<file path="src/design/assert_macros.svh">
// Assertion macros used by the heap queue RTL.
`ifndef ASSERT_MACROS_SVH
`define ASSERT_MACROS_SVH

`ifndef ASSERT_OFF

// Check a property on every rising clock edge outside reset.
`define ASSERT_PROP(label, clk, rst, prop, msg) \
   label: assert property (@(posedge clk) disable iff (rst) (prop)) \
      else $error(msg);

// Check that a condition never holds outside reset.
`define ASSERT_NEVER(label, clk, rst, expr, msg) \
   label: assert property (@(posedge clk) disable iff (rst) !(expr)) \
      else $error(msg);

`else

`define ASSERT_PROP(label, clk, rst, prop, msg)
`define ASSERT_NEVER(label, clk, rst, expr, msg)

`endif

`endif

</file>
<file path="src/design/mphq_pkg.sv">
// Types, constants and codes of the max-priority heap queue.
`timescale 1ns / 1ps

package mphq_pkg;

   localparam int CAPACITY   = 16;
   localparam int KEY_BITS   = 8;
   localparam int TAG_BITS   = 32;
   localparam int ADDR_BITS  = $clog2(CAPACITY);
   localparam int COUNT_BITS = $clog2(CAPACITY + 1);
   localparam int CODE_BITS  = 2;

   typedef enum logic [CODE_BITS-1:0] {
      CODE_INSERTED  = 2'd0,
      CODE_FULL      = 2'd1,
      CODE_EXTRACTED = 2'd2,
      CODE_EMPTY     = 2'd3
   } code_type;

   typedef enum logic {
      CMD_INSERT  = 1'b0,
      CMD_EXTRACT = 1'b1
   } cmd_type;

   typedef enum logic [3:0] {
      ST_IDLE,
      ST_UP,
      ST_EX_ROOT,
      ST_EX_LAST,
      ST_DN_ISSUE,
      ST_DN_LEFT,
      ST_DN_RIGHT,
      ST_WR_HELD,
      ST_DONE
   } state_type;

   typedef struct packed {
      logic [KEY_BITS-1:0] key;
      logic [TAG_BITS-1:0] tag;
   } entry_type;

   typedef struct packed {
      cmd_type             cmd;
      logic [KEY_BITS-1:0] key;
      logic [TAG_BITS-1:0] tag;
   } req_type;

   typedef struct packed {
      code_type              code;
      logic [TAG_BITS-1:0]   tag;
      logic [COUNT_BITS-1:0] fill;
   } rsp_type;

endpackage

</file>
<file path="src/design/mphq_req_if.sv">
// Request channel of the heap queue: command, priority and tag.
`timescale 1ns / 1ps

interface mphq_req_if;
   logic                          valid;
   logic                          ready;
   logic                          cmd;
   logic [mphq_pkg::KEY_BITS-1:0] priority_req;
   logic [mphq_pkg::TAG_BITS-1:0] record_tag;

   modport source (output valid, cmd, priority_req, record_tag, input ready);
   modport sink (input valid, cmd, priority_req, record_tag, output ready);
endinterface

</file>
<file path="src/design/mphq_rsp_if.sv">
// Response channel of the heap queue: result code, tag and fill count.
`timescale 1ns / 1ps

interface mphq_rsp_if;
   logic                            valid;
   logic                            ready;
   logic [mphq_pkg::CODE_BITS-1:0]  result_code;
   logic [mphq_pkg::TAG_BITS-1:0]   out_tag;
   logic [mphq_pkg::COUNT_BITS-1:0] fill_count;

   modport source (output valid, result_code, out_tag, fill_count, input ready);
   modport sink (input valid, result_code, out_tag, fill_count, output ready);
endinterface

</file>
<file path="src/design/mphq_heap.sv">
// Heap engine: entry memory, fill count and the sift-up / sift-down sequencer.
`timescale 1ns / 1ps
`include "assert_macros.svh"

module mphq_heap (
   input  logic               clock,
   input  logic               reset,
   input  logic               req_valid,
   input  mphq_pkg::req_type  req_data,
   output logic               req_ready,
   output logic               rsp_valid,
   output mphq_pkg::rsp_type  rsp_data,
   input  logic               rsp_take
);

   localparam int IDX_BITS = mphq_pkg::ADDR_BITS + 2;

   function automatic logic [mphq_pkg::ADDR_BITS-1:0] parent_of(
      input logic [mphq_pkg::ADDR_BITS-1:0] p);
      logic [mphq_pkg::ADDR_BITS-1:0] dec;
      dec = p - 1'b1;
      return dec >> 1;
   endfunction

   mphq_pkg::entry_type heap_mem [mphq_pkg::CAPACITY];

   mphq_pkg::state_type              state_ff, state_in;
   logic [mphq_pkg::COUNT_BITS-1:0]  count_ff, count_in;
   logic [mphq_pkg::ADDR_BITS-1:0]   pos_ff, pos_in;
   mphq_pkg::entry_type              held_ff, held_in;
   mphq_pkg::entry_type              child_ff, child_in;
   mphq_pkg::code_type               code_ff, code_in;
   logic [mphq_pkg::TAG_BITS-1:0]    out_tag_ff, out_tag_in;

   logic [mphq_pkg::ADDR_BITS-1:0]   rd_addr;
   mphq_pkg::entry_type              rd_data_ff;
   logic                             wr_en;
   logic [mphq_pkg::ADDR_BITS-1:0]   wr_addr;
   mphq_pkg::entry_type              wr_data;

   logic [IDX_BITS-1:0]              left_idx, right_idx, count_ext;
   logic [mphq_pkg::ADDR_BITS-1:0]   up_parent, up_grand, ins_parent;
   mphq_pkg::entry_type              left_e;
   logic                             left_win, right_win;
   logic [mphq_pkg::KEY_BITS-1:0]    cand_key;

   // Memory: one write port, one registered read port.
   always_ff @(posedge clock) begin
      if (wr_en) begin
         heap_mem[wr_addr] <= wr_data;
      end
      rd_data_ff <= heap_mem[rd_addr];
   end

   always_ff @(posedge clock) begin
      if (reset) begin
         state_ff <= mphq_pkg::ST_IDLE;
         count_ff <= '0;
      end else begin
         state_ff <= state_in;
         count_ff <= count_in;
      end
   end

   always_ff @(posedge clock) begin
      pos_ff     <= pos_in;
      held_ff    <= held_in;
      child_ff   <= child_in;
      code_ff    <= code_in;
      out_tag_ff <= out_tag_in;
   end

   assign left_idx   = {1'b0, pos_ff, 1'b1};
   assign right_idx  = left_idx + 1'b1;
   assign count_ext  = {{(IDX_BITS - mphq_pkg::COUNT_BITS){1'b0}}, count_ff};
   assign up_parent  = parent_of(pos_ff);
   assign up_grand   = parent_of(up_parent);
   assign ins_parent = parent_of(count_ff[mphq_pkg::ADDR_BITS-1:0]);

   // Child selection: left wins ties, a child must beat the held entry strictly.
   assign left_e    = (state_ff == mphq_pkg::ST_DN_LEFT) ? rd_data_ff : child_ff;
   assign left_win  = left_e.key > held_ff.key;
   assign cand_key  = left_win ? left_e.key : held_ff.key;
   assign right_win = (state_ff == mphq_pkg::ST_DN_RIGHT) && (rd_data_ff.key > cand_key);

   always_comb begin
      state_in   = state_ff;
      count_in   = count_ff;
      pos_in     = pos_ff;
      held_in    = held_ff;
      child_in   = child_ff;
      code_in    = code_ff;
      out_tag_in = out_tag_ff;
      rd_addr    = '0;
      wr_en      = 1'b0;
      wr_addr    = pos_ff;
      wr_data    = held_ff;
      req_ready  = 1'b0;
      rsp_valid  = 1'b0;

      case (state_ff)
         mphq_pkg::ST_IDLE: begin
            req_ready = !reset;
            if (req_valid) begin
               held_in.key = req_data.key;
               held_in.tag = req_data.tag;
               out_tag_in  = '0;
               if (req_data.cmd == mphq_pkg::CMD_INSERT) begin
                  if (count_ff >= mphq_pkg::COUNT_BITS'(mphq_pkg::CAPACITY)) begin
                     code_in  = mphq_pkg::CODE_FULL;
                     state_in = mphq_pkg::ST_DONE;
                  end else begin
                     code_in  = mphq_pkg::CODE_INSERTED;
                     count_in = count_ff + 1'b1;
                     pos_in   = count_ff[mphq_pkg::ADDR_BITS-1:0];
                     rd_addr  = ins_parent;
                     state_in = (count_ff == '0) ? mphq_pkg::ST_WR_HELD : mphq_pkg::ST_UP;
                  end
               end else begin
                  if (count_ff == '0) begin
                     code_in  = mphq_pkg::CODE_EMPTY;
                     state_in = mphq_pkg::ST_DONE;
                  end else begin
                     code_in  = mphq_pkg::CODE_EXTRACTED;
                     count_in = count_ff - 1'b1;
                     rd_addr  = '0;
                     state_in = mphq_pkg::ST_EX_ROOT;
                  end
               end
            end
         end

         mphq_pkg::ST_UP: begin
            // Parent entry is in the read register; move it down or settle here.
            wr_en = 1'b1;
            if (held_ff.key > rd_data_ff.key) begin
               wr_data = rd_data_ff;
               pos_in  = up_parent;
               rd_addr = up_grand;
               if (up_parent == '0) begin
                  state_in = mphq_pkg::ST_WR_HELD;
               end
            end else begin
               state_in = mphq_pkg::ST_DONE;
            end
         end

         mphq_pkg::ST_EX_ROOT: begin
            out_tag_in = rd_data_ff.tag;
            rd_addr    = count_ff[mphq_pkg::ADDR_BITS-1:0];
            state_in   = mphq_pkg::ST_EX_LAST;
         end

         mphq_pkg::ST_EX_LAST: begin
            held_in  = rd_data_ff;
            pos_in   = '0;
            state_in = (count_ff == '0) ? mphq_pkg::ST_DONE : mphq_pkg::ST_DN_ISSUE;
         end

         mphq_pkg::ST_DN_ISSUE: begin
            if (left_idx >= count_ext) begin
               wr_en    = 1'b1;
               state_in = mphq_pkg::ST_DONE;
            end else begin
               rd_addr  = left_idx[mphq_pkg::ADDR_BITS-1:0];
               state_in = mphq_pkg::ST_DN_LEFT;
            end
         end

         mphq_pkg::ST_DN_LEFT, mphq_pkg::ST_DN_RIGHT: begin
            if ((state_ff == mphq_pkg::ST_DN_LEFT) && (right_idx < count_ext)) begin
               // Hold the left child and fetch the right one.
               child_in = rd_data_ff;
               rd_addr  = right_idx[mphq_pkg::ADDR_BITS-1:0];
               state_in = mphq_pkg::ST_DN_RIGHT;
            end else begin
               wr_en = 1'b1;
               if (right_win) begin
                  wr_data  = rd_data_ff;
                  pos_in   = right_idx[mphq_pkg::ADDR_BITS-1:0];
                  state_in = mphq_pkg::ST_DN_ISSUE;
               end else if (left_win) begin
                  wr_data  = left_e;
                  pos_in   = left_idx[mphq_pkg::ADDR_BITS-1:0];
                  state_in = mphq_pkg::ST_DN_ISSUE;
               end else begin
                  state_in = mphq_pkg::ST_DONE;
               end
            end
         end

         mphq_pkg::ST_WR_HELD: begin
            wr_en    = 1'b1;
            state_in = mphq_pkg::ST_DONE;
         end

         mphq_pkg::ST_DONE: begin
            rsp_valid = 1'b1;
            if (rsp_take) begin
               state_in = mphq_pkg::ST_IDLE;
            end
         end

         default: begin
            state_in = mphq_pkg::ST_IDLE;
         end
      endcase
   end

   assign rsp_data.code = code_ff;
   assign rsp_data.tag  = out_tag_ff;
   assign rsp_data.fill = count_ff;

   `ASSERT_PROP(a_full_at_capacity, clock, reset, (state_ff == mphq_pkg::ST_DONE && code_ff == mphq_pkg::CODE_FULL) |-> (count_ff == mphq_pkg::COUNT_BITS'(mphq_pkg::CAPACITY)), "full code with free space")
   `ASSERT_PROP(a_empty_at_zero, clock, reset, (state_ff == mphq_pkg::ST_DONE && code_ff == mphq_pkg::CODE_EMPTY) |-> (count_ff == '0), "empty code with entries held")
   `ASSERT_NEVER(a_insert_nonzero, clock, reset, state_ff == mphq_pkg::ST_DONE && code_ff == mphq_pkg::CODE_INSERTED && count_ff == '0, "insert left heap empty")
   `ASSERT_PROP(a_accept_busy, clock, reset, (req_valid && req_ready) |=> (state_ff != mphq_pkg::ST_IDLE), "accepted item did not start")
   `ASSERT_PROP(a_count_hold, clock, reset, (state_ff != mphq_pkg::ST_IDLE) |=> $stable(count_ff), "fill count moved while busy")

endmodule

</file>
<file path="src/design/max_priority_heap_queue.sv">
// Sequencing after acceptance: a full or empty result goes straight to the response; an insert
// climbs one level per step; an extract reads the root and the last entry, ends there if the
// heap is now empty, else descends level by level (two child reads, one write-back) until it settles.
// One item in work at a time; the next is taken in the cycle after its response is registered.
// Synchronous active-high reset empties the heap and clears the sequencer state and response
// valid; the entry memory is not cleared, and entries beyond those live at acceptance are never used.
`timescale 1ns / 1ps

module max_priority_heap_queue (
   input  logic       clock,
   input  logic       reset,
   mphq_req_if.sink   req_bus,
   mphq_rsp_if.source rsp_bus
);

   mphq_pkg::req_type req_data;
   mphq_pkg::rsp_type core_rsp;
   logic              core_rsp_valid;
   logic              core_take;
   logic              core_req_ready;

   logic              rsp_valid_ff, rsp_valid_in;
   mphq_pkg::rsp_type rsp_data_ff, rsp_data_in;

   assign req_data.cmd = mphq_pkg::cmd_type'(req_bus.cmd);
   assign req_data.key = req_bus.priority_req;
   assign req_data.tag = req_bus.record_tag;
   assign req_bus.ready = core_req_ready;

   mphq_heap u_heap (
      .clock     (clock),
      .reset     (reset),
      .req_valid (req_bus.valid),
      .req_data  (req_data),
      .req_ready (core_req_ready),
      .rsp_valid (core_rsp_valid),
      .rsp_data  (core_rsp),
      .rsp_take  (core_take)
   );

   // Take the heap's response into the response register whenever it is empty or being drained.
   assign core_take = core_rsp_valid && (!rsp_valid_ff || rsp_bus.ready);

   always_comb begin
      rsp_data_in  = core_take ? core_rsp : rsp_data_ff;
      rsp_valid_in = core_take || (rsp_valid_ff && !rsp_bus.ready);
   end

   always_ff @(posedge clock) begin
      if (reset) begin
         rsp_valid_ff <= 1'b0;
      end else begin
         rsp_valid_ff <= rsp_valid_in;
      end
   end

   always_ff @(posedge clock) begin
      rsp_data_ff <= rsp_data_in;
   end

   assign rsp_bus.valid       = rsp_valid_ff;
   assign rsp_bus.result_code = rsp_data_ff.code;
   assign rsp_bus.out_tag     = rsp_data_ff.tag;
   assign rsp_bus.fill_count  = rsp_data_ff.fill;

endmodule

</file>
<file path="src/flat_wrapper.sv">
// flat-port wrapper written by rule: the top's interface ports become plain ports
module max_priority_heap_queue_flat 
  (clock, reset, req_bus_valid, req_bus_cmd, req_bus_priority_req, req_bus_record_tag, req_bus_ready, rsp_bus_valid, rsp_bus_result_code, rsp_bus_out_tag, rsp_bus_fill_count, rsp_bus_ready);
  mphq_req_if req_bus_i ();
  mphq_rsp_if rsp_bus_i ();
  input  logic clock;
  input  logic reset;
  input wire logic [$bits(req_bus_i.valid)-1:0] req_bus_valid;
  input wire logic [$bits(req_bus_i.cmd)-1:0] req_bus_cmd;
  input wire logic [$bits(req_bus_i.priority_req)-1:0] req_bus_priority_req;
  input wire logic [$bits(req_bus_i.record_tag)-1:0] req_bus_record_tag;
  output wire logic [$bits(req_bus_i.ready)-1:0] req_bus_ready;
  output wire logic [$bits(rsp_bus_i.valid)-1:0] rsp_bus_valid;
  output wire logic [$bits(rsp_bus_i.result_code)-1:0] rsp_bus_result_code;
  output wire logic [$bits(rsp_bus_i.out_tag)-1:0] rsp_bus_out_tag;
  output wire logic [$bits(rsp_bus_i.fill_count)-1:0] rsp_bus_fill_count;
  input wire logic [$bits(rsp_bus_i.ready)-1:0] rsp_bus_ready;
  assign req_bus_i.valid = req_bus_valid;
  assign req_bus_i.cmd = req_bus_cmd;
  assign req_bus_i.priority_req = req_bus_priority_req;
  assign req_bus_i.record_tag = req_bus_record_tag;
  assign req_bus_ready = req_bus_i.ready;
  assign rsp_bus_valid = rsp_bus_i.valid;
  assign rsp_bus_result_code = rsp_bus_i.result_code;
  assign rsp_bus_out_tag = rsp_bus_i.out_tag;
  assign rsp_bus_fill_count = rsp_bus_i.fill_count;
  assign rsp_bus_i.ready = rsp_bus_ready;
  max_priority_heap_queue u_core (.clock(clock), .reset(reset), .req_bus(req_bus_i), .rsp_bus(rsp_bus_i));
endmodule
</file>
<file path="config.mk">
export PLATFORM = sky130hd
export DESIGN_NAME = max_priority_heap_queue_flat
export DESIGN_NICKNAME = d
export VERILOG_FILES = /design/src/design/mphq_pkg.sv /design/src/design/mphq_req_if.sv /design/src/design/mphq_rsp_if.sv /design/src/design/mphq_heap.sv /design/src/design/max_priority_heap_queue.sv /design/src/flat_wrapper.sv
export VERILOG_INCLUDE_DIRS = /design/src /design/src/design
export SDC_FILE = /design/constraint.sdc
export NUM_CORES = 1
export LEC_CHECK = 0
export BUFFER_PORTS_ARGS = -buffer_cell sky130_fd_sc_hd__buf_2
export CAP_MARGIN = 40
export CORE_UTILIZATION = 40
export DETAILED_ROUTE_END_ITERATION = 10
export GPL_ROUTABILITY_DRIVEN = 0
export GPL_TIMING_DRIVEN = 1
export PLACE_DENSITY = 0.61
export SYNTH_ARGS = -nofsm -noshare
export SYNTH_HDL_FRONTEND = slang
export SYNTH_SLANG_ARGS = --single-unit
</file>
<file path="constraint.sdc">
create_clock -name clock -period 6.65 [get_ports clock]
set_input_delay 1.33 -clock clock [delete_from_list [all_inputs] [get_ports clock]]
set_output_delay 1.33 -clock clock [all_outputs]
set_load 0.005 [all_outputs]
</file>
==> impl_metrics.sql, run 1 <==
INSERT INTO impl_metrics (metric_group, metric, value, unit) VALUES
('run_status', 'result_of_the_run', 'completed', ''),
('sta', 'post-route-period-util', '0.9294', ''),
('synthesis', 'yosys_warnings', '0', ''),
('sta', 'final.min_clock_period', '6180', 'ps'),
('layout', 'nNetsFinal', '2332', ''),
('global_routing', 'grt_remaining_overflow', '0', ''),
('global_routing', 'maximum_number_of_pins_on_one_net_before_global_route_repair', '70', ''),
('flow_run', 'max-cap-violations', '0', ''),
('sta', 'final_max_slew_viol_count', '0', ''),
('clocking', 'cts-hold-fix-buffers', '0', ''),
('global_routing', 'grt_antenna_before_repair', '3', ''),
('synthesis', 'seq_cells_post_synth', '847', ''),
('worst_setup_path', 'critPathLaunchType', 'flop', ''),
('die', 'floorplan.die.width', '294.7', 'µm'),
('sta', 'rsz0062_at_grt', 'false', ''),
('clocking', 'worst_setup_hold_path_clk_slew', '60', 'ps'),
('worst_setup_path', 'worstRegToRegCells', '21', ''),
('detailed_routing', 'route.detailed.vias_per_inst', '5.862', ''),
('die', 'die-area', '86840', 'µm²'),
('detailed_routing', 'postRouteAntennaNets', '0', ''),
('sta', 'max_clock_freq', '161.8', 'MHz'),
('die', 'design.portCount', '86', ''),
('pwr', 'sum_of_internal_switching_and_leakage_power', '18.57', 'mW'),
('layout', 'fin_util', '0.4702', ''),
('placement', 'hpwlAfterDp', '49380', 'µm'),
('layout', 'final_layout_size_suffix_gt1_frac', '0.2417', ''),
('global_routing', 'globalRouteTotalUtil', '0.2167', ''),
('pwr', 'irDropWorstVdd', '0.0003146', 'V'),
('die', 'die_h', '294.7', 'µm'),
('clocking', 'cts_tree', 'yes', ''),
('layout', 'area_growth_syn_to_layout', '15.57', '%'),
('detailed_routing', 'drt-wirelength-per-cell', '27.31', 'µm'),
('synthesis', 'async_reset_ff_frac', '0', ''),
('sta', 'timing.final.hold_violations', '0', ''),
('placement', 'postPlaceCellArea', '36660', 'µm²'),
('synthesis', 'synth_top_flop_cell', 'sky130_fd_sc_hd__edfxtp_1', ''),
('placement', 'place.detailed.instances', '3286', ''),
('sta', 'setup-violations-final', '0', ''),
('worst_setup_path', 'critical_path.max_fanout', '32', ''),
('clocking', 'clk-insertion-delay-late', '660', 'ps'),
('synthesis', 'synth_cells', '2143', ''),
('detailed_routing', 'route.detailed.drc', '0', ''),
('detailed_routing', 'number_of_drc_markers_in_iteration_0', '2307', ''),
('sta', 'max-slew-margin-rel', '0.3341', ''),
('hold_path', 'min_path_cells', '0', ''),
('worst_setup_path', 'worstSetupEndpointType', 'flop', ''),
('sta', 'setup_tns', '0', 'ps'),
('layout', 'instances_no_fill', '3452', ''),
('layout', 'final.fill_count', '7108', ''),
('synthesis', 'synth_enable_flop_cells', '797', ''),
('synthesis', 'synth_seq_area_share', '0.7276', ''),
('synthesis', 'post_synth_num_cell_types', '62', ''),
('die', 'placeable_core_area', '84220', 'µm²'),
('detailed_routing', 'dr_total_vias', '20240', ''),
('pwr', 'power_per_cell_area', '469.0', 'nW/µm²'),
('sta', 'finalClockSkew', '39.29', 'ps'),
('worst_setup_path', 'worstPathRequired', '7100', 'ps'),
('clocking', 'cts-root-to-sink-buffers', '3', ''),
('detailed_routing', 'finalWirelength', '94270', 'µm'),
('layout', 'final_common_cell', 'sky130_fd_sc_hd__edfxtp_1', ''),
('sta', 'worst_slew_pin_slew', '998.8', 'ps'),
('placement', 'portBuffers', '85', ''),
('detailed_routing', 'drt_pre_antenna_iters', '7', ''),
('pwr', 'p_leak', '12.91', 'nW'),
('worst_setup_path', 'crit_type', 'reg -> reg', ''),
('layout', 'finalInstanceArea', '39600', 'µm²'),
('synthesis', 'syn-cell-area', '34270', 'µm²'),
('clocking', 'cts_max_level', '3', ''),
('clocking', 'cts_made_buffers', '88', ''),
('hold_path', 'worstHoldPathType', 'reg -> reg', ''),
('synthesis', 'synth_nets', '2233', ''),
('clocking', 'clock_tree.root_cell', 'sky130_fd_sc_hd__clkbuf_16', ''),
('die', 'placement_rows', '106', ''),
('synthesis', 'syn-mean-instance-area', '15.99', 'µm²'),
('global_routing', 'first_global_vias', '20270', ''),
('layout', 'layout.cells.most_common_list', 'sky130_fd_sc_hd__edfxtp_1, sky130_fd_sc_hd__mux2_2, sky130_fd_sc_hd__and2_1, sky130_fd_sc_hd__nand2_1, sky130_fd_sc_hd__a21oi_1', ''),
('worst_setup_path', 'critPathArrivalTime', '6630', 'ps'),
('die', 'initial_utilization', '0.4069', ''),
('clocking', 'tritoncts_num_sinks', '847', ''),
('global_routing', 'grt_first_pass_wirelength', '136100', 'µm');
area by class of cell:
type	count	area (µm²)	share of cell area
antenna	1	2.502	0.00006319
sequential	847	24930	0.6296
clock buffer	110	2355	0.05946
tap	1134	1419	0.03583
clock inverter	55	541.8	0.01368
inverter	33	123.9	0.003128
timing repair buffer	149	1436	0.03627
multi-input combinational	1123	8791	0.2220
power breakdown:
part	leakage [nW]	switching (mW)	internal [mW]
Combinational	3.83	3.77	2.12
Sequential	7.66	0.435	7.35
Clock	1.43	2.09	2.81
Total	12.9	6.29	12.3
layer usage:
layer	routed length (µm)	GRT usage	vias up
li1	-	-	8713
met1	40090	0.3018	10420
met2	43980	0.3456	914
met3	7190	0.03303	192
met4	3004	0.07508	0
met5	0	0	-
logic make-up (layout without fill, tap and decap cells):
family | after synthesis | after routing | synth area share
buffers and inverters | 173 | 347 | 0.02110
other | 0 | 1 | 0
AOI/OAI and AO/OA | 492 | 492 | 0.1060
xor gates and xnor gates | 15 | 15 | 0.003834
and+or+nand+nor | 359 | 359 | 0.05528
adders and majority gates | 45 | 45 | 0.01665
DFF | 847 | 847 | 0.7276
muxes | 212 | 212 | 0.06945
worst paths after layout:
kind / from / to / slack, ps
hold / removal: u_core.u_heap.out_tag_ff[31] / u_core.rsp_bus.out_tag[31] / 410
setup reg to reg: u_core.u_heap.state_ff[0] / u_core.u_heap.heap_mem[3][0] / 470
setup / recovery: u_core.u_heap.state_ff[0] / u_core.u_heap.heap_mem[3][0] / 470
hold reg to reg: u_core.u_heap.out_tag_ff[31] / u_core.rsp_bus.out_tag[31] / 410
cells in the mapped netlist (5+ instances only):
library cell	count	area (µm²)
sky130_fd_sc_hd__a21oi_1	102	510.5
sky130_fd_sc_hd__buf_2	44	220.2
sky130_fd_sc_hd__a211oi_1	46	345.3
sky130_fd_sc_hd__clkbuf_1	87	326.6
sky130_fd_sc_hd__or3_1	5	31.28
sky130_fd_sc_hd__buf_1	5	18.77
sky130_fd_sc_hd__nor2_1	27	101.4
sky130_fd_sc_hd__nand3_1	8	40.04
sky130_fd_sc_hd__and2_1	159	994.7
sky130_fd_sc_hd__a22oi_1	9	67.56
sky130_fd_sc_hd__a21o_1	9	67.56
sky130_fd_sc_hd__nor2b_1	7	43.79
sky130_fd_sc_hd__xnor2_1	12	105.1
sky130_fd_sc_hd__nand2_1	118	442.9
sky130_fd_sc_hd__mux2i_1	6	60.06
sky130_fd_sc_hd__mux2_2	206	2320
sky130_fd_sc_hd__ha_1	44	550.5
sky130_fd_sc_hd__o21ai_0	22	110.1
sky130_fd_sc_hd__o22ai_1	81	506.7
sky130_fd_sc_hd__o211ai_1	7	52.55
sky130_fd_sc_hd__dfxtp_1	50	1001
sky130_fd_sc_hd__a221oi_1	78	683.2
sky130_fd_sc_hd__nor3_1	8	40.04
sky130_fd_sc_hd__a221o_1	71	710.7
sky130_fd_sc_hd__o31a_1	41	359.1
sky130_fd_sc_hd__edfxtp_1	797	23930
sky130_fd_sc_hd__inv_1	33	123.9
sky130_fd_sc_hd__and3_1	5	31.28
worst max-delay path: stages, from the launching register on:
cell                       delay (ps)
sky130_fd_sc_hd__dfxtp_1          610
sky130_fd_sc_hd__and4bb_2         550
sky130_fd_sc_hd__mux2_2           400
sky130_fd_sc_hd__ha_1             300
sky130_fd_sc_hd__a21oi_1          160
sky130_fd_sc_hd__nor2b_1           60
sky130_fd_sc_hd__o31a_1           270
sky130_fd_sc_hd__o21a_1           180
sky130_fd_sc_hd__o31ai_2          440
sky130_fd_sc_hd__buf_12           210
sky130_fd_sc_hd__nand2_1           60
sky130_fd_sc_hd__o21ai_0          110
sky130_fd_sc_hd__ha_1             290
sky130_fd_sc_hd__nor2b_1          130
sky130_fd_sc_hd__o21a_1           160
sky130_fd_sc_hd__o21a_1           170
sky130_fd_sc_hd__o21bai_1         170
sky130_fd_sc_hd__a211o_1          380
sky130_fd_sc_hd__nand2_1          300
sky130_fd_sc_hd__nor3_2           280
sky130_fd_sc_hd__buf_12           330
sky130_fd_sc_hd__a221o_2          390
through the flow:
step                setup slack (ps)  hold WS [ps]
floorplan                      872.4         400.3
CTS                            383.6         412.0
global route                   113.5         414.5
finish                         469.6         410.3
detailed placement             379.8         406.2
global placement               646.9         403.1
repair_timing:
| action | in CTS | in global routing |
|---|---|---|
| setup buffers | 0 | 0 |
| gates resized for setup | 0 | 32 |
| setup endpoints to repair | 0 | 512 |
registers in the layout (all words and copies together), names as in the netlist:
signal                      cells
u_core.rsp_bus.fill_count       5
u_core.rsp_bus.out_tag         32
u_core.rsp_bus.result_code      2
u_core.rsp_bus.valid            1
u_core.u_heap.child_ff         40
u_core.u_heap.code_ff           2
u_core.u_heap.count_ff          5
u_core.u_heap.heap_mem        640
u_core.u_heap.held_ff          40
u_core.u_heap.out_tag_ff       32
u_core.u_heap.pos_ff            4
u_core.u_heap.rd_data_ff       40
u_core.u_heap.state_ff          4
Power figures use the tool's default switching activity.
==> run 2, diff against run 1 <==
Settings changed: PLACE_DENSITY 0.61 to 0.67.
==> impl_metrics.sql, run 2 (synthesized netlist as in run 1, its figures left out) <==
INSERT INTO impl_metrics (metric_group, metric, value, unit) VALUES
('pwr', 'p_switching', '6.142', 'mW'),
('global_routing', 'grt_remaining_overflow', '0', ''),
('pwr', 'combinationalPowerShare', '0.315', ''),
('sta', 'setup-violations-final', '0', ''),
('layout', 'area.sequential', '24930', 'µm²'),
('placement', 'hpwlAfterDp', '47220', 'µm'),
('worst_setup_path', 'worstSetupEndpointType', 'flop', ''),
('sta', 'final.min_clock_period', '6088', 'ps'),
('layout', 'largest_register', 'u_core.u_heap.heap_mem', ''),
('layout', 'instances_no_fill', '3438', ''),
('global_routing', 'grt_first_pass_wirelength', '131300', 'µm'),
('die', 'design.portCount', '86', ''),
('sta', 'rsz0062_at_grt', 'false', ''),
('worst_setup_path', 'critPathLaunchType', 'flop', ''),
('layout', 'multiInputGateArea', '8731', 'µm²'),
('sta', 'final_max_slew_viol_count', '0', ''),
('sta', 'max-slew-margin-rel', '0.3946', ''),
('sta', 'post-route-period-util', '0.9155', ''),
('die', 'initial_utilization', '0.4069', ''),
('pwr', 'power.share.switching', '0.3372', ''),
('clocking', 'cts_max_level', '3', ''),
('placement', 'place.detailed.instances', '3285', ''),
('pwr', 'p_leak', '12.74', 'nW'),
('pwr', 'irDropWorstVdd', '0.0002931', 'V'),
('layout', 'largest_register_ffs', '640', ''),
('detailed_routing', 'postRouteAntennaNets', '0', ''),
('clocking', 'clk-insertion-delay-late', '640', 'ps'),
('worst_setup_path', 'max_stage_delay', '620', 'ps'),
('pwr', 'clock_power_share', '0.257', ''),
('sta', 'setup_tns', '0', 'ps'),
('flow_run', 'max-cap-violations', '0', ''),
('global_routing', 'first_global_vias', '19990', ''),
('global_routing', 'globalRouteTotalUtil', '0.2071', ''),
('detailed_routing', 'finalWirelength', '90990', 'µm'),
('detailed_routing', 'number_of_drc_markers_in_iteration_0', '2574', ''),
('clocking', 'tritoncts_num_sinks', '847', ''),
('clocking', 'postCtsSetupRepairBufs', '0', ''),
('sta', 'final.hold.worst_slack', '421.7', 'ps'),
('layout', 'nNetsFinal', '2327', ''),
('layout', 'final_common_cell', 'sky130_fd_sc_hd__edfxtp_1', ''),
('layout', 'fin_util', '0.4663', ''),
('clocking', 'post_cts_resize_count', '0', ''),
('clocking', 'cts-hold-fix-buffers', '0', ''),
('worst_setup_path', 'timing.critical_path.mode_cell', 'sky130_fd_sc_hd__o21a_1', ''),
('sta', 'finalClockSkew', '33.61', 'ps'),
('clocking', 'cts_tree', 'yes', ''),
('layout', 'layout.cells.most_common_list', 'sky130_fd_sc_hd__edfxtp_1, sky130_fd_sc_hd__mux2_2, sky130_fd_sc_hd__and2_1, sky130_fd_sc_hd__nand2_1, sky130_fd_sc_hd__a21oi_1', ''),
('hold_path', 'worstHoldPathType', 'reg -> reg', ''),
('worst_setup_path', 'critPathArrivalTime', '6440', 'ps'),
('sta', 'max_clock_freq', '164.2', 'MHz'),
('die', 'placeable_core_area', '84220', 'µm²'),
('sta', 'timing.final.hold_violations', '0', ''),
('global_routing', 'maximum_number_of_pins_on_one_net_before_global_route_repair', '82', ''),
('layout', 'area_growth_syn_to_layout', '14.59', '%'),
('clocking', 'worst_setup_hold_path_clk_slew', '60', 'ps'),
('worst_setup_path', 'critical_path.max_fanout', '32', ''),
('pwr', 'power_per_cell_area', '463.9', 'nW/µm²'),
('sta', 'worst_slew_pin_slew', '908.1', 'ps'),
('global_routing', 'grt_antenna_before_repair', '3', ''),
('die', 'placement_rows', '106', ''),
('run_status', 'result_of_the_run', 'completed', ''),
('worst_setup_path', 'cp_cell_sequence', 'and4bb_2, mux2_2, ha_1, a21oi_1, nor2b_1, o31a_1, o21a_1, o31ai_2, buf_4, nand2_1, o21ai_0, ha_1, nor2b_1, o21a_1, o21a_1, o21bai_1, a211o_1, nand2_1, nor3_2, buf_12, a221o_1', ''),
('clocking', 'clock_tree.root_cell', 'sky130_fd_sc_hd__clkbuf_16', ''),
('layout', 'finalInstanceArea', '39270', 'µm²'),
('placement', 'portBuffers', '85', ''),
('detailed_routing', 'drt-wirelength-per-cell', '26.47', 'µm'),
('detailed_routing', 'route.detailed.drc', '0', ''),
('die', 'die_h', '294.7', 'µm'),
('detailed_routing', 'route.detailed.vias_per_inst', '5.894', ''),
('layout', 'final.fill_count', '7011', ''),
('clocking', 'cts-root-to-sink-buffers', '3', ''),
('layout', 'final_layout_size_suffix_gt1_frac', '0.2223', ''),
('worst_setup_path', 'crit_type', 'reg -> reg', ''),
('placement', 'postPlaceCellArea', '36550', 'µm²'),
('pwr', 'p_int', '12.07', 'mW'),
('pwr', 'share_seq_of_total_power', '0.428', ''),
('detailed_routing', 'dr_total_vias', '20260', ''),
('detailed_routing', 'drt_pre_antenna_iters', '5', ''),
('die', 'die-area', '86840', 'µm²'),
('worst_setup_path', 'worstPathRequired', '7000', 'ps'),
('clocking', 'cts_made_buffers', '84', ''),
('die', 'floorplan.die.width', '294.7', 'µm'),
('worst_setup_path', 'crit_path_top_delay_cell', 'sky130_fd_sc_hd__dfxtp_1', '');
-- run 2: layout make-up --
| type | instances | share of cell area |
|---|---|---|
| multi-input combinational | 1123 | 0.2223 |
| tap | 1134 | 0.03613 |
| antenna | 1 | 0.00006373 |
| timing repair buffer | 148 | 0.03409 |
| clock buffer | 112 | 0.05828 |
| inverter | 33 | 0.003154 |
| clock inverter | 40 | 0.01096 |
| sequential | 847 | 0.6350 |
-- run 2: worst paths after layout --
path / to / cells past startpoint / from / slack, ps
worst min register to register: u_core.rsp_bus.out_tag[6] / 0 / u_core.u_heap.out_tag_ff[6] / 420
worst min-delay path: u_core.rsp_bus.out_tag[6] / 0 / u_core.u_heap.out_tag_ff[6] / 420
worst max register to register: u_core.u_heap.heap_mem[3][1] / 21 / u_core.u_heap.state_ff[0] / 560
worst max-delay path: u_core.u_heap.heap_mem[3][1] / 21 / u_core.u_heap.state_ff[0] / 560
-- run 2: critical path: cells and delay by family (launching register included) --
| kind | cells | cell delay [ps] |
|---|---|---|
| muxes | 1 | 390 |
| and+or+nand+nor | 6 | 1290 |
| AOI/OAI and AO/OA | 10 | 2370 |
| DFF | 1 | 620 |
| buffers and inverters | 2 | 510 |
| adders and majority gates | 2 | 600 |
-- run 2: power by group through the flow --
stage | clock, mW | combinational (mW) | sequential, mW
final | 4.68 | 5.74 | 7.79
after global routing | 4.92 | 6.17 | 7.86
after CTS | 4.74 | 5.68 | 7.80
after detailed placement | 0 | 5.65 | 7.90
after global placement | 0 | 5.37 | 7.88
after floorplan | 0 | 3.82 | 7.68
-- run 2: layer usage --
layer / share of wire / GRT usage / vias to the layer above
met5: 0 / 0 / -
met4: 0.031 / 0.07355 / 0
met3: 0.097 / 0.03431 / 191
met2: 0.46 / 0.3273 / 1115
met1: 0.41 / 0.2885 / 10270
li1: - / - / 8684
-- run 2: metrics by stage --
stage               setup WS, ps  total power [mW]
detailed placement         685.2             13.55
global route               236.6             18.95
finish                     561.6             18.22
CTS                        654.5             18.21
global placement           894.6             13.25
floorplan                  872.4             11.50
==> run 3, diff against run 2 <==
Settings changed: REMOVE_ABC_BUFFERS set to 1.
==> impl_metrics.sql, run 3 (synthesized netlist as in run 1, its figures left out) <==
INSERT INTO impl_metrics (metric_group, metric, value, unit) VALUES
('detailed_routing', 'finalWirelength', '90430', 'µm'),
('worst_setup_path', 'worstSetupEndpointType', 'flop', ''),
('worst_setup_path', 'critical_path.reg2reg.startpoint', 'u_core.u_heap.state_ff[0]', ''),
('sta', 'final.min_clock_period', '6250', 'ps'),
('worst_setup_path', 'critPathLaunchType', 'flop', ''),
('layout', 'finalInstanceArea', '39270', 'µm²'),
('worst_setup_path', 'crit_type', 'reg -> reg', ''),
('layout', 'final_layout_size_suffix_gt1_frac', '0.2254', ''),
('worst_setup_path', 'worstPathRequired', '7010', 'ps'),
('die', 'placeable_core_area', '84220', 'µm²'),
('clocking', 'post_cts_resize_count', '0', ''),
('layout', 'fin_util', '0.4663', ''),
('detailed_routing', 'route.detailed.vias_per_inst', '5.833', ''),
('placement', 'portBuffers', '85', ''),
('placement', 'hpwlAfterDp', '47510', 'µm'),
('clocking', 'cts_made_buffers', '85', ''),
('worst_setup_path', 'max_stage_delay', '640', 'ps'),
('die', 'design.portCount', '86', ''),
('detailed_routing', 'postRouteAntennaNets', '0', ''),
('sta', 'worst_slew_pin_slew', '912.8', 'ps'),
('pwr', 'p_leak', '12.77', 'nW'),
('layout', 'largest_register', 'u_core.u_heap.heap_mem', ''),
('die', 'die_h', '294.7', 'µm'),
('flow_run', 'max-cap-violations', '0', ''),
('detailed_routing', 'drt_pre_antenna_iters', '6', ''),
('worst_setup_path', 'cp_cell_sequence', 'and4bb_2, mux2_2, ha_1, a21oi_1, nor2b_1, o31a_1, o21a_1, o31ai_4, o21ai_0, ha_1, a21o_1, a21o_1, a21oi_1, a211o_1, nand2_1, nor3_2, buf_12, a221o_1', ''),
('run_status', 'result_of_the_run', 'completed', ''),
('worst_setup_path', 'critical_path.max_fanout', '32', ''),
('layout', 'nNetsFinal', '2327', ''),
('hold_path', 'worstHoldPathType', 'reg -> reg', ''),
('clocking', 'cts-root-to-sink-buffers', '3', ''),
('pwr', 'clock_power_share', '0.264', ''),
('sta', 'setup-violations-final', '0', ''),
('global_routing', 'grt_antenna_before_repair', '1', ''),
('sta', 'timing.final.hold_violations', '0', ''),
('pwr', 'combinationalPowerShare', '0.311', ''),
('global_routing', 'first_global_vias', '20010', ''),
('sta', 'post-route-worst-setup-slack', '400.0', 'ps'),
('placement', 'postPlaceCellArea', '36410', 'µm²'),
('clocking', 'cts-hold-fix-buffers', '0', ''),
('pwr', 'sum_of_internal_switching_and_leakage_power', '18.33', 'mW'),
('layout', 'final_common_cell', 'sky130_fd_sc_hd__edfxtp_1', ''),
('pwr', 'irDropWorstVdd', '0.0003444', 'V'),
('clocking', 'clock_tree.root_cell', 'sky130_fd_sc_hd__clkbuf_16', ''),
('pwr', 'p_int', '12.17', 'mW'),
('die', 'placement_rows', '106', ''),
('detailed_routing', 'number_of_drc_markers_in_iteration_0', '2258', ''),
('sta', 'post-route-period-util', '0.9398', ''),
('worst_setup_path', 'crit_path_top_delay_cell', 'sky130_fd_sc_hd__dfxtp_1', ''),
('clocking', 'worst_setup_hold_path_clk_slew', '60', 'ps'),
('detailed_routing', 'dr_total_vias', '20070', ''),
('placement', 'place.detailed.instances', '3284', ''),
('detailed_routing', 'drt-wirelength-per-cell', '26.28', 'µm'),
('clocking', 'tritoncts_num_sinks', '847', ''),
('clocking', 'cts_tree', 'yes', ''),
('worst_setup_path', 'critPathArrivalTime', '6610', 'ps'),
('global_routing', 'maximum_number_of_pins_on_one_net_before_global_route_repair', '85', ''),
('layout', 'largest_register_ffs', '640', ''),
('worst_setup_path', 'crit_path_start', 'u_core.u_heap.state_ff[0]', ''),
('worst_setup_path', 'reg2reg_slack', '400', 'ps'),
('sta', 'finalClockSkew', '25.24', 'ps'),
('clocking', 'cts_max_level', '3', ''),
('sta', 'setup_tns', '0', 'ps'),
('pwr', 'share_seq_of_total_power', '0.425', ''),
('layout', 'layout.cells.most_common_list', 'sky130_fd_sc_hd__edfxtp_1, sky130_fd_sc_hd__mux2_2, sky130_fd_sc_hd__and2_1, sky130_fd_sc_hd__nand2_1, sky130_fd_sc_hd__a21oi_1', ''),
('global_routing', 'grt_first_pass_wirelength', '130400', 'µm'),
('die', 'floorplan.die.width', '294.7', 'µm'),
('pwr', 'power.share.switching', '0.3361', ''),
('layout', 'area_growth_syn_to_layout', '14.59', '%'),
('die', 'die-area', '86840', 'µm²'),
('global_routing', 'globalRouteTotalUtil', '0.2060', ''),
('sta', 'max-slew-margin-rel', '0.3915', ''),
('sta', 'max_clock_freq', '160.0', 'MHz'),
('clocking', 'postCtsSetupRepairBufs', '0', ''),
('sta', 'final.hold.worst_slack', '415.5', 'ps'),
('detailed_routing', 'route.detailed.drc', '0', ''),
('placement', 'place_ws', '367.0', 'ps'),
('pwr', 'p_switching', '6.158', 'mW'),
('pwr', 'power_per_cell_area', '466.7', 'nW/µm²'),
('die', 'initial_utilization', '0.4069', ''),
('hold_path', 'hold_path.startpoint', 'u_core.u_heap.code_ff[1]', ''),
('layout', 'n_antenna_cell', '0', ''),
('sta', 'final_max_slew_viol_count', '0', ''),
('layout', 'instances_no_fill', '3441', ''),
('clocking', 'clk-insertion-delay-late', '650', 'ps'),
('global_routing', 'grt_remaining_overflow', '0', ''),
('sta', 'rsz0062_at_grt', 'false', '');
==> run 3: path summary, 6_finish.rpt <==
kind,endpoint,cells past startpoint
worst max-delay path,u_core.u_heap.heap_mem[2][6],18
worst min-delay path,u_core.rsp_bus.result_code[1],0
worst max register to register,u_core.u_heap.heap_mem[2][6],18
worst min register to register,u_core.rsp_bus.result_code[1],0
==> run 3: layer usage <==
layer	vias to the layer above	routed length (µm)	share of wire	global-route usage
li1	8683	-	-	-
met1	10200	35730	0.40	0.2673
met2	1018	44640	0.49	0.3476
met3	174	7393	0.082	0.03167
met4	0	2669	0.030	0.07876
met5	-	0	0	0
==> run 3: power groups by stage <==
stage	clock network (mW)	logic, mW	registers [mW]
after global placement	0	5.37	7.87
after CTS	4.91	5.66	7.78
after global routing	5.11	6.14	7.85
after detailed placement	0	5.62	7.88
final	4.84	5.70	7.78
after floorplan	0	3.93	7.71
==> run 3: worst max-delay path: cells and delay by family, from the launching register on <==
family,cells,cell delay [ps]
compound gates,10,2840
simple gates,4,1110
flops,1,640
fa+ha+maj,2,630
mux,1,400
buf+inv,1,310
==> run 3: cell type report <==
type,instances,area [µm²]
inverter,33,123.9
fill,7016,44950
timing repair buffer,147,1201
multi-input combinational,1123,8740
sequential,847,24930
tap,1134,1419
clock inverter,44,466.7
clock buffer,113,2384
